[config.mk]
export PLATFORM = sky130hd
export DESIGN_NAME = i2c_master_byte_engine
export DESIGN_NICKNAME = d
export VERILOG_FILES = /design/src/hdl/i2cm_pkg.sv /design/src/hdl/i2cm_fifo.sv /design/src/hdl/i2cm_front.sv /design/src/hdl/i2cm_back.sv /design/src/hdl/i2c_master_byte_engine.sv
export SDC_FILE = /design/constraint.sdc
export NUM_CORES = 1
export LEC_CHECK = 0
export ABC_AREA = 0
export BUFFER_PORTS_ARGS = -buffer_cell sky130_fd_sc_hd__clkbuf_2
export CAP_MARGIN = 20
export CELL_PAD_IN_SITES_DETAIL_PLACEMENT = 1
export CELL_PAD_IN_SITES_GLOBAL_PLACEMENT = 2
export CORE_MARGIN = 2
export CORE_UTILIZATION = 39
export CTS_CLUSTER_DIAMETER = 100
export DETAILED_ROUTE_END_ITERATION = 6
export PLACE_DENSITY = 0.81
export SYNTH_ARGS = -nofsm -noshare
export SYNTH_HDL_FRONTEND = slang
export SYNTH_HIERARCHICAL = 1
export SYNTH_SLANG_ARGS = --single-unit
export TNS_END_PERCENT = 10
[constraint.sdc]
create_clock -name clk -period 4.7 [get_ports clk]
set_clock_uncertainty 0.05 [all_clocks]
set_input_delay 0.235 -clock clk [delete_from_list [all_inputs] [get_ports clk]]
set_output_delay 0.235 -clock clk [all_outputs]
set_load 0.005 [all_outputs]
[src/hdl/i2cm_pkg.sv]
// Package for the I2C master byte engine: payload structs, command codes
// and shared constants. No dependencies.
package i2cm_pkg;

  localparam int BYTE_BITS = 8;
  localparam int CNT_W     = 4;
  localparam int PHASE_W   = 3;

  localparam logic [7:0] ACK_TIMEOUT_RST = 8'd250;

  typedef enum logic [2:0] {
    CMD_NONE  = 3'd0,
    CMD_START = 3'd1,
    CMD_STOP  = 3'd2,
    CMD_WRITE = 3'd3,
    CMD_READ  = 3'd4
  } cmd_t;

  typedef struct packed {
    logic [2:0]           opcode;
    logic [BYTE_BITS-1:0] write_data;
    logic                 send_ack;
    logic                 sda_sample;
  } in_item_t;

  typedef struct packed {
    logic                 scl_level;
    logic                 sda_level;
    logic                 busy_res;
    logic                 done_res;
    logic [BYTE_BITS-1:0] read_data;
    logic                 ack_missing;
  } out_item_t;

  // classified tick as handed from the front end to the sequencer
  typedef struct packed {
    cmd_t                 cmd;
    logic [BYTE_BITS-1:0] write_data;
    logic                 send_ack;
    logic                 sda_sample;
  } tick_t;

endpackage

[src/hdl/i2cm_fifo.sv]
// Two-entry register FIFO of generic width.
// No package dependencies.
module i2cm_fifo #(
  parameter int WIDTH = 8
) (
  input  logic             clk,
  input  logic             rst_n,
  input  logic             push,
  input  logic [WIDTH-1:0] push_data,
  output logic             full,
  input  logic             pop,
  output logic [WIDTH-1:0] pop_data,
  output logic             empty
);

  logic [WIDTH-1:0] mem_r [2];
  logic             wr_ptr_r, wr_ptr_nxt;
  logic             rd_ptr_r, rd_ptr_nxt;
  logic [1:0]       count_r, count_nxt;
  logic             do_push, do_pop;

  assign full     = (count_r == 2'd2);
  assign empty    = (count_r == 2'd0);
  assign do_push  = push && !full;
  assign do_pop   = pop && !empty;
  assign pop_data = mem_r[rd_ptr_r];

  always_comb begin
    wr_ptr_nxt = do_push ? ~wr_ptr_r : wr_ptr_r;
    rd_ptr_nxt = do_pop ? ~rd_ptr_r : rd_ptr_r;
    count_nxt  = count_r + 2'(do_push) - 2'(do_pop);
  end

  always_ff @(posedge clk) begin
    if (!rst_n) begin
      wr_ptr_r <= 1'b0;
      rd_ptr_r <= 1'b0;
      count_r  <= 2'd0;
    end else begin
      wr_ptr_r <= wr_ptr_nxt;
      rd_ptr_r <= rd_ptr_nxt;
      count_r  <= count_nxt;
    end
  end

  always_ff @(posedge clk) begin
    if (do_push) begin
      mem_r[wr_ptr_r] <= push_data;
    end
  end

endmodule

[src/hdl/i2cm_front.sv]
// Front end: takes input items, maps the opcode to a command and queues
// the classified tick. Depends on i2cm_pkg and i2cm_fifo.
module i2cm_front (
  input  logic               clk,
  input  logic               rst_n,
  input  logic               push,
  input  i2cm_pkg::in_item_t in_item,
  output logic               full,
  output logic               tick_valid,
  output i2cm_pkg::tick_t    tick,
  input  logic               tick_pop
);
  import i2cm_pkg::*;

  tick_t cls;
  logic  q_empty;

  // reserved opcodes behave like no command
  always_comb begin
    cls.write_data = in_item.write_data;
    cls.send_ack   = in_item.send_ack;
    cls.sda_sample = in_item.sda_sample;
    unique case (in_item.opcode)
      CMD_START: cls.cmd = CMD_START;
      CMD_STOP:  cls.cmd = CMD_STOP;
      CMD_WRITE: cls.cmd = CMD_WRITE;
      CMD_READ:  cls.cmd = CMD_READ;
      default:   cls.cmd = CMD_NONE;
    endcase
  end

  i2cm_fifo #(.WIDTH($bits(tick_t))) u_tick_q (
    .clk       (clk),
    .rst_n     (rst_n),
    .push      (push),
    .push_data (cls),
    .full      (full),
    .pop       (tick_pop),
    .pop_data  (tick),
    .empty     (q_empty)
  );

  assign tick_valid = !q_empty;

endmodule

[src/hdl/i2cm_back.sv]
// Sequencer: runs start, stop, write and read commands one tick at a time
// and emits one result per tick. Depends on i2cm_pkg.
module i2cm_back (
  input  logic                clk,
  input  logic                rst_n,
  input  logic                cfg_we,
  input  logic [7:0]          cfg_data,
  input  logic                tick_valid,
  input  i2cm_pkg::tick_t     tick,
  output logic                tick_pop,
  output logic                res_push,
  output i2cm_pkg::out_item_t res,
  input  logic                res_full
);
  import i2cm_pkg::*;

  cmd_t                 active_cmd_r, cmd_nxt, ld_cmd;
  logic [PHASE_W-1:0]   phase_r, phase_nxt, ld_phase;
  logic [CNT_W-1:0]     bit_cnt_r, bit_cnt_nxt, ld_bit_cnt, bit_cnt_inc;
  logic [BYTE_BITS-1:0] shift_r, shift_nxt, ld_shift;
  logic [7:0]           wait_r, wait_nxt, ld_wait;
  logic                 scl_r, scl_nxt, sda_r, sda_nxt;
  logic                 nack_r, nack_nxt, ld_nack;
  logic [7:0]           ack_timeout_r;
  logic                 fire, done, byte_end, timed_out;
  logic [2:0]           bit_pos;

  assign fire     = tick_valid && !res_full;
  assign tick_pop = fire;
  assign res_push = fire;

  // command load when idle
  always_comb begin
    ld_cmd     = active_cmd_r;
    ld_phase   = phase_r;
    ld_bit_cnt = bit_cnt_r;
    ld_wait    = wait_r;
    ld_shift   = shift_r;
    ld_nack    = nack_r;
    if (active_cmd_r == CMD_NONE && tick.cmd != CMD_NONE) begin
      ld_cmd     = tick.cmd;
      ld_phase   = '0;
      ld_bit_cnt = '0;
      ld_wait    = '0;
      if (tick.cmd == CMD_WRITE) begin
        ld_wait = tick.write_data;
        ld_nack = 1'b0;
      end else if (tick.cmd == CMD_READ) begin
        ld_wait  = {7'd0, tick.send_ack};
        ld_shift = '0;
      end
    end
  end

  assign bit_cnt_inc = ld_bit_cnt + CNT_W'(1);
  assign byte_end    = (bit_cnt_inc >= CNT_W'(BYTE_BITS));
  assign timed_out   = (ld_wait >= ack_timeout_r);
  assign bit_pos     = 3'(BYTE_BITS - 1) - ld_bit_cnt[2:0];

  // next state
  always_comb begin
    cmd_nxt   = ld_cmd;
    phase_nxt = ld_phase;
    unique case (ld_cmd)
      CMD_START, CMD_STOP: begin
        if (ld_phase == 3'd0) phase_nxt = 3'd1;
        else if (ld_phase == 3'd1) phase_nxt = 3'd2;
      end
      CMD_WRITE: begin
        unique case (ld_phase)
          3'd0: phase_nxt = 3'd1;
          3'd1: phase_nxt = byte_end ? 3'd2 : 3'd0;
          3'd2: phase_nxt = 3'd3;
          3'd3: phase_nxt = 3'd4;
          3'd4: if (tick.sda_sample && timed_out) phase_nxt = 3'd5;
          3'd5: phase_nxt = 3'd6;
          default: phase_nxt = ld_phase;
        endcase
      end
      CMD_READ: begin
        unique case (ld_phase)
          3'd0: phase_nxt = 3'd1;
          3'd1: phase_nxt = byte_end ? 3'd2 : 3'd0;
          3'd2: phase_nxt = 3'd3;
          3'd3: phase_nxt = 3'd4;
          3'd4: if (!sda_r) phase_nxt = 3'd5;
          default: phase_nxt = ld_phase;
        endcase
      end
      default: cmd_nxt = CMD_NONE;
    endcase
    if (done) begin
      cmd_nxt   = CMD_NONE;
      phase_nxt = '0;
    end
  end

  // line drives and datapath
  always_comb begin
    scl_nxt     = scl_r;
    sda_nxt     = sda_r;
    bit_cnt_nxt = ld_bit_cnt;
    wait_nxt    = ld_wait;
    shift_nxt   = ld_shift;
    nack_nxt    = ld_nack;
    done        = 1'b0;
    unique case (ld_cmd)
      CMD_START: begin
        if (ld_phase == 3'd0) begin
          scl_nxt = 1'b1;
          sda_nxt = 1'b1;
        end else if (ld_phase == 3'd1) begin
          sda_nxt = 1'b0;
        end else begin
          scl_nxt = 1'b0;
          done    = 1'b1;
        end
      end
      CMD_STOP: begin
        if (ld_phase == 3'd0) begin
          sda_nxt = 1'b0;
        end else if (ld_phase == 3'd1) begin
          scl_nxt = 1'b1;
        end else begin
          sda_nxt = 1'b1;
          done    = 1'b1;
        end
      end
      CMD_WRITE: begin
        unique case (ld_phase)
          3'd0: begin
            scl_nxt = 1'b0;
            sda_nxt = ld_wait[bit_pos];
          end
          3'd1: begin
            scl_nxt     = 1'b1;
            bit_cnt_nxt = bit_cnt_inc;
          end
          3'd2: begin
            scl_nxt  = 1'b0;
            sda_nxt  = 1'b1;
            wait_nxt = '0;
          end
          3'd3: scl_nxt = 1'b1;
          3'd4: begin
            if (!tick.sda_sample) begin
              scl_nxt = 1'b0;
              done    = 1'b1;
            end else if (timed_out) begin
              nack_nxt = 1'b1;
              scl_nxt  = 1'b0;
              sda_nxt  = 1'b0;
            end else begin
              wait_nxt = ld_wait + 8'd1;
            end
          end
          3'd5: scl_nxt = 1'b1;
          default: begin
            sda_nxt = 1'b1;
            done    = 1'b1;
          end
        endcase
      end
      CMD_READ: begin
        unique case (ld_phase)
          3'd0: begin
            scl_nxt = 1'b1;
            sda_nxt = 1'b1;
          end
          3'd1: begin
            shift_nxt   = {ld_shift[BYTE_BITS-2:0], tick.sda_sample};
            scl_nxt     = 1'b0;
            bit_cnt_nxt = bit_cnt_inc;
          end
          3'd2: sda_nxt = (ld_wait == 8'd0);
          3'd3: scl_nxt = 1'b1;
          3'd4: begin
            scl_nxt = 1'b0;
            done    = sda_r;
          end
          default: begin
            sda_nxt = 1'b1;
            done    = 1'b1;
          end
        endcase
      end
      default: ;
    endcase
  end

  always_comb begin
    res.scl_level   = scl_nxt;
    res.sda_level   = sda_nxt;
    res.busy_res    = (cmd_nxt != CMD_NONE);
    res.done_res    = done;
    res.read_data   = shift_nxt;
    res.ack_missing = nack_nxt;
  end

  always_ff @(posedge clk) begin
    if (!rst_n) begin
      ack_timeout_r <= ACK_TIMEOUT_RST;
    end else if (cfg_we) begin
      ack_timeout_r <= cfg_data;
    end
  end

  always_ff @(posedge clk) begin
    if (!rst_n) begin
      active_cmd_r <= CMD_NONE;
      phase_r      <= '0;
      bit_cnt_r    <= '0;
      shift_r      <= '0;
      wait_r       <= '0;
      scl_r        <= 1'b1;
      sda_r        <= 1'b1;
      nack_r       <= 1'b0;
    end else if (fire) begin
      active_cmd_r <= cmd_nxt;
      phase_r      <= phase_nxt;
      bit_cnt_r    <= bit_cnt_nxt;
      shift_r      <= shift_nxt;
      wait_r       <= wait_nxt;
      scl_r        <= scl_nxt;
      sda_r        <= sda_nxt;
      nack_r       <= nack_nxt;
    end
  end

endmodule

[src/hdl/i2c_master_byte_engine.sv]
// I2C master byte engine, one input item per bus bit-delay tick.
// A result reaches the result ports once its accepted item has passed the tick
// queue and then the sequencer into the result queue; it can be popped from there.
// Throughput: one item per cycle, with one sequencer update per accepted tick;
// full/empty only stall.
// Reset (rst_n low, synchronous): queues empty, engine idle, lines released,
// ack_timeout back to 250.
module i2c_master_byte_engine (
  input  logic                clk,
  input  logic                rst_n,
  input  logic                push,
  output logic                full,
  input  i2cm_pkg::in_item_t  in_item,
  output logic                empty,
  input  logic                pop,
  output i2cm_pkg::out_item_t out_item,
  input  logic                cfg_we,
  input  logic [7:0]          cfg_data
);
  import i2cm_pkg::*;

  logic      tick_valid, tick_pop, res_push, res_full;
  tick_t     tick;
  out_item_t res;

  i2cm_front u_front (
    .clk        (clk),
    .rst_n      (rst_n),
    .push       (push),
    .in_item    (in_item),
    .full       (full),
    .tick_valid (tick_valid),
    .tick       (tick),
    .tick_pop   (tick_pop)
  );

  i2cm_back u_back (
    .clk        (clk),
    .rst_n      (rst_n),
    .cfg_we     (cfg_we),
    .cfg_data   (cfg_data),
    .tick_valid (tick_valid),
    .tick       (tick),
    .tick_pop   (tick_pop),
    .res_push   (res_push),
    .res        (res),
    .res_full   (res_full)
  );

  i2cm_fifo #(.WIDTH($bits(out_item_t))) u_res_q (
    .clk       (clk),
    .rst_n     (rst_n),
    .push      (res_push),
    .push_data (res),
    .full      (res_full),
    .pop       (pop),
    .pop_data  (out_item),
    .empty     (empty)
  );

endmodule

# Word level (Yosys, flattened, before mapping)
# Memories as Yosys holds them, arrays and structs flattened. A register that Yosys moved wholly into a read port is not among the register bits.
# Index checks and enable logic that the tools add are counted.
# word_totals
output_inout_bits,15
romBits,0
latchBits,0
n_memories,2
mem_bits_rw,52
word_cells,145
in_bits,26
register_bits,45
# mem_list
memory,words,word_bits,rd,rd_clocked_by_memory_dff,wr,line,source
u_front.u_tick_q.mem_r,2,13,1,1,1,i2cm_fifo.sv:16,logic [WIDTH-1:0] mem_r [2];
u_res_q.mem_r,2,13,1,1,1,i2cm_fifo.sv:16,
# classes
order_cmp,3
shift,0
mux,69
n_mul,0
n_div,0
n_eq_ne,17
bitwise,4
add_sub_neg,7
reduce_logical,28
# ops
op,count
$mux W8,10
$mux W1,31
$mux W3,9
$eq A3 B2 Y1 const B,7
$pmux W3 S6,1
$pmux W8 S2,1
$eq A3 B3 Y1 const B,5
$pmux W3 S5,1
$mux W4,3
$pmux W3 S4,1
$reduce_or A2 Y1,5
$eq A3 B1 Y1 const B,3
$pmux W1 S3,3
$pmux W3 S3,1
$add A8 B1 Y8 const B,1
$ge A8 B8 Y1,1
$logic_not A8 Y1,1
$pmux W1 S2,4
$pmux W1 S4,2
$reduce_or A4 Y1,2
$logic_and A1 B1 Y1,7
$logic_not A3 Y1,2
$reduce_bool A3 Y1,2
$reduce_or A3 Y1,2
13 further kinds,23

# Logic depth before layout (Yosys ltp)
# depth
depth_word,10
ltp_mapped,18
depth_no_buf,13

# By module
# Netlist, hierarchy kept.
# modules_own_cells
mod,seq_area_each_um2,cells_per_inst,instances,area_each_um2
i2cm_back,740.7,419,1,3070.4
i2cm_fifo,880.8,67,2,1211.2
i2cm_front,0.0,4,1,33.8

# Worst setup path before layout
# OpenSTA, ideal clock, no wires.
# synth_timing
path_type,register -> register
from,reg with a tool-made name
to,reg u_back.wait_r[5]
synth_period_minus_slack_ps,3806
setup_slack_ps,894
path_stages_with_launch,15
required_ps,4576
setup_ps,74
n_path_buf,3
arrival_ps,3682
cell_sequence,dfxtp_1 > buf_6 > mux2_4 > buf_2 > nor3b_1 > nand3_1 > and3_1 > buf_6 > ha_1 > nand2b_4 > a2111o_1 > a211oi_4 > nand4b_4 > or4_1 > a31oi_1
# synth_rtl
item,line,source
end signal: assignment,i2cm_back.sv:223,wait_r <= wait_nxt;
end: declaration,i2cm_back.sv:21,"logic [7:0] wait_r, wait_nxt, ld_wait;"

==> out/metrics.cfg <==
[synthesis]
ys_ff_latch=99
netlist_area_mm2=0.00553
synth.largest_area_cell=edfxtp_1
synth_edf_count=52
yosysMostFrequentCell=nand2_1
synth.avg_cell_area_um2=9.92
syn_inst=557
synthesis.nets=598
yosys_warnings=6
netlist_top_cells_count=nand2_1, edfxtp_1, dfxtp_1, nor2_1
async_reset_ff_share_pct=0
yosysTopAreaCellShare_pct=28.3
yosysSeqAreaShare_pct=45.3
synth_flop_cell=edfxtp_1
synthTopCellsByArea=edfxtp_1, dfxtp_1, mux2_4
yosysUniqueCellTypes=78

[timing]
period_minus_slack_ps=4210
setup_viol=0
slew_headroom_pct=38.6
fmax_mhz=238
setup_tns_ps=0
tightest_slew_ps=920
fin_crit_sh_pct=89.6
drv_slew=0
rsz0062_at_grt=no
hold_viol_final=0

[final_layout]
multi_input_area_mm2=0.00269
num_antenna_cells=0
nets=614
area_delta_synth_final_pct=9.67
seq_area_mm2=0.00250
post-route-util_pct=43.7
fill_cells=1617
drive_gt1_share_pct=19.2

[worst_setup_path]
critPathMaxFanout=24
criticalPathCategory=reg2reg
cp-start-kind=flip-flop
crit_path_top_delay_cell=nand2b_2
required_ps=4930
path_cells=buf_4, mux2_4, nor3_4, nand2b_2, a22o_1, ha_1, a21oi_1, o21ai_0, a211oi_4, nand4b_4, or4_1, a31oi_1
arrival_ps=4440
end_kind=flip-flop
cpPeakStageDelay_ps=470

[global_routing]
track_usage_pct=19.3
grt.busiest_layer=met2
grt_pass1_wl_mm=22.4
overflow=0
antenna_found_initial=0
grt_pass1_vias=4223
grt_use_met3_pct=3.41
use_met2_pct=30.5
grt_max_degree=48
grtUsageMet1_pct=26.3

[place]
dpl.hpwl_mm=9.57
routabilityCongestion=0.933
io_buffers=40

[cts]
root_buffer=clkbuf_16
post_cts_buffers=0
clkLatencyLatePin_ps=360
numCtsBuffers=9
cts_sinks=99
path_clk_slew_ps=70
cts_hold_buf=1
cts_htree_levels=3
clock_path_buffers=2
cts_tree=done
post_cts_resized=0

[die]
initial_utilization_pct=39.8
die_w_um=123
rows=43
die-area_mm2=0.0151
die_y_um=123
core_area_mm2=0.0139
io_pins=41

[drt]
num_vias=4259
drc=0
routed_via_density=5.62
drtIter0Drc=273
final_antenna_net_count=0
first_pass_iters=5
wl_per_cell_um=17.8
totalWireLength_mm=13.5

[status]
status=complete, no violations

[power]
cellPowerDensity_mw_per_mm2=636
leakage_nw=2.31
peakVddDrop_mv=0.260

[flow_run]
maxCapViolations=0

[worst_hold_path]
hp-class=in2reg

-- routing by layer --
layer / routed length (um) / vias up / share of wire (%)
met5: 0 / - / 0
met4: 266 / 0 / 2.0
met3: 580 / 15 / 4.3
met2: 6280 / 92 / 46
met1: 6390 / 2086 / 47
li1: - / 2066 / -
-- flip-flops by register name, summed over array words and instances, names as in the netlist, named ones only --
name                       flops
u_front/u_tick_q/mem_r        26
u_res_q/mem_r                 26
u_back/ack_timeout_r           8
u_back/shift_r                 8
u_back/wait_r                  8
u_back/bit_cnt_r               4
u_back/active_cmd_r            3
u_back/phase_r                 3
u_front/u_tick_q/count_r       2
u_res_q/count_r                2
u_back/nack_r                  1
u_back/scl_r                   1
u_back/sda_r                   1
u_front/u_tick_q/rd_ptr_r      1
u_front/u_tick_q/wr_ptr_r      1
u_res_q/rd_ptr_r               1
u_res_q/wr_ptr_r               1
-- cell families (layout without fill, tap and decap cells) --
logic type	Yosys count	after routing	synth area share (%)
flops	99	99	45.3
mux	32	32	7.74
compound gates	143	143	17.6
xor+xnor	8	8	1.27
buf+inv	67	88	6.04
fa+ha+maj	15	15	3.40
simple gates	193	193	18.7
-- worst max-delay path: cells and delay by family, from the launching register on --
family	cells	cell delay, ps
buf+inv	1	240
flops	1	430
simple gates	4	1330
compound gates	5	1380
fa+ha+maj	1	320
mux	1	360
-- cell usage in the layout (no fill, tap or decap), types with 5 or more instances in the layout --
cell,instances
a21oi_1,31
a22oi_1,10
a31oi_1,6
and2_1,10
buf_4,5
clkbuf_16,9
clkbuf_2,40
dfxtp_1,47
edfxtp_1,52
ha_1,15
inv_1,23
mux2_2,6
mux2_4,20
mux2i_1,6
nand2_1,54
nand2b_1,6
nand3_1,13
nand4_1,8
nor2_1,37
nor2b_1,15
nor3_1,15
o211ai_1,9
o21ai_0,31
o21ai_1,10
xnor2_1,5
-- final cells by class --
| cell class | instances | area share [%] |
|---|---|---|
| Inverter | 26 | 1.65 |
| Clock inverter | 7 | 1.16 |
| Multi-Input combinational cell | 391 | 44.4 |
| Timing Repair Buffer | 46 | 4.09 |
| Sequential cell | 99 | 41.3 |
| Tap cell | 180 | 3.72 |
| Clock buffer | 9 | 3.72 |
-- report_power, final --
part | leakage (nW) | total [mW] | switching [mW] | internal [mW]
Sequential | 0.873 | 1.34 | 0.172 | 1.17
Clock | 0.140 | 0.725 | 0.352 | 0.373
Combinational | 1.30 | 1.79 | 1.08 | 0.716
Total | 2.31 | 3.85 | 1.60 | 2.25
-- per-stage QoR --
step           worst slack, ps  std cells  hold slack, ps  power (mW)  cell area [um2]
3_5_place_dp               539        740             378        3.14             5750
4_1_cts                    507        757           0.210        3.89             6050
3_3_place_gp               653        740             373        3.08             5750
5_1_grt                    204        758            3.54        4.15             6060
2_1_floorplan              894        557             284        2.71             5530
6_report                   491        758            16.1        3.85             6060
-- worst paths after layout --
path	cells past startpoint	start	endpoint	slack, ps
hold reg to reg	2	u_front/u_tick_q/wr_ptr_r	u_front/u_tick_q/wr_ptr_r	440
hold / removal	1	in_item[4]	u_front/u_tick_q/mem_r[0][4]	20
setup / recovery	12	flip-flop	u_back/wait_r[5]	490
setup reg to reg	12	flip-flop	u_back/wait_r[5]	490
(Power assumes the default switching activity.)
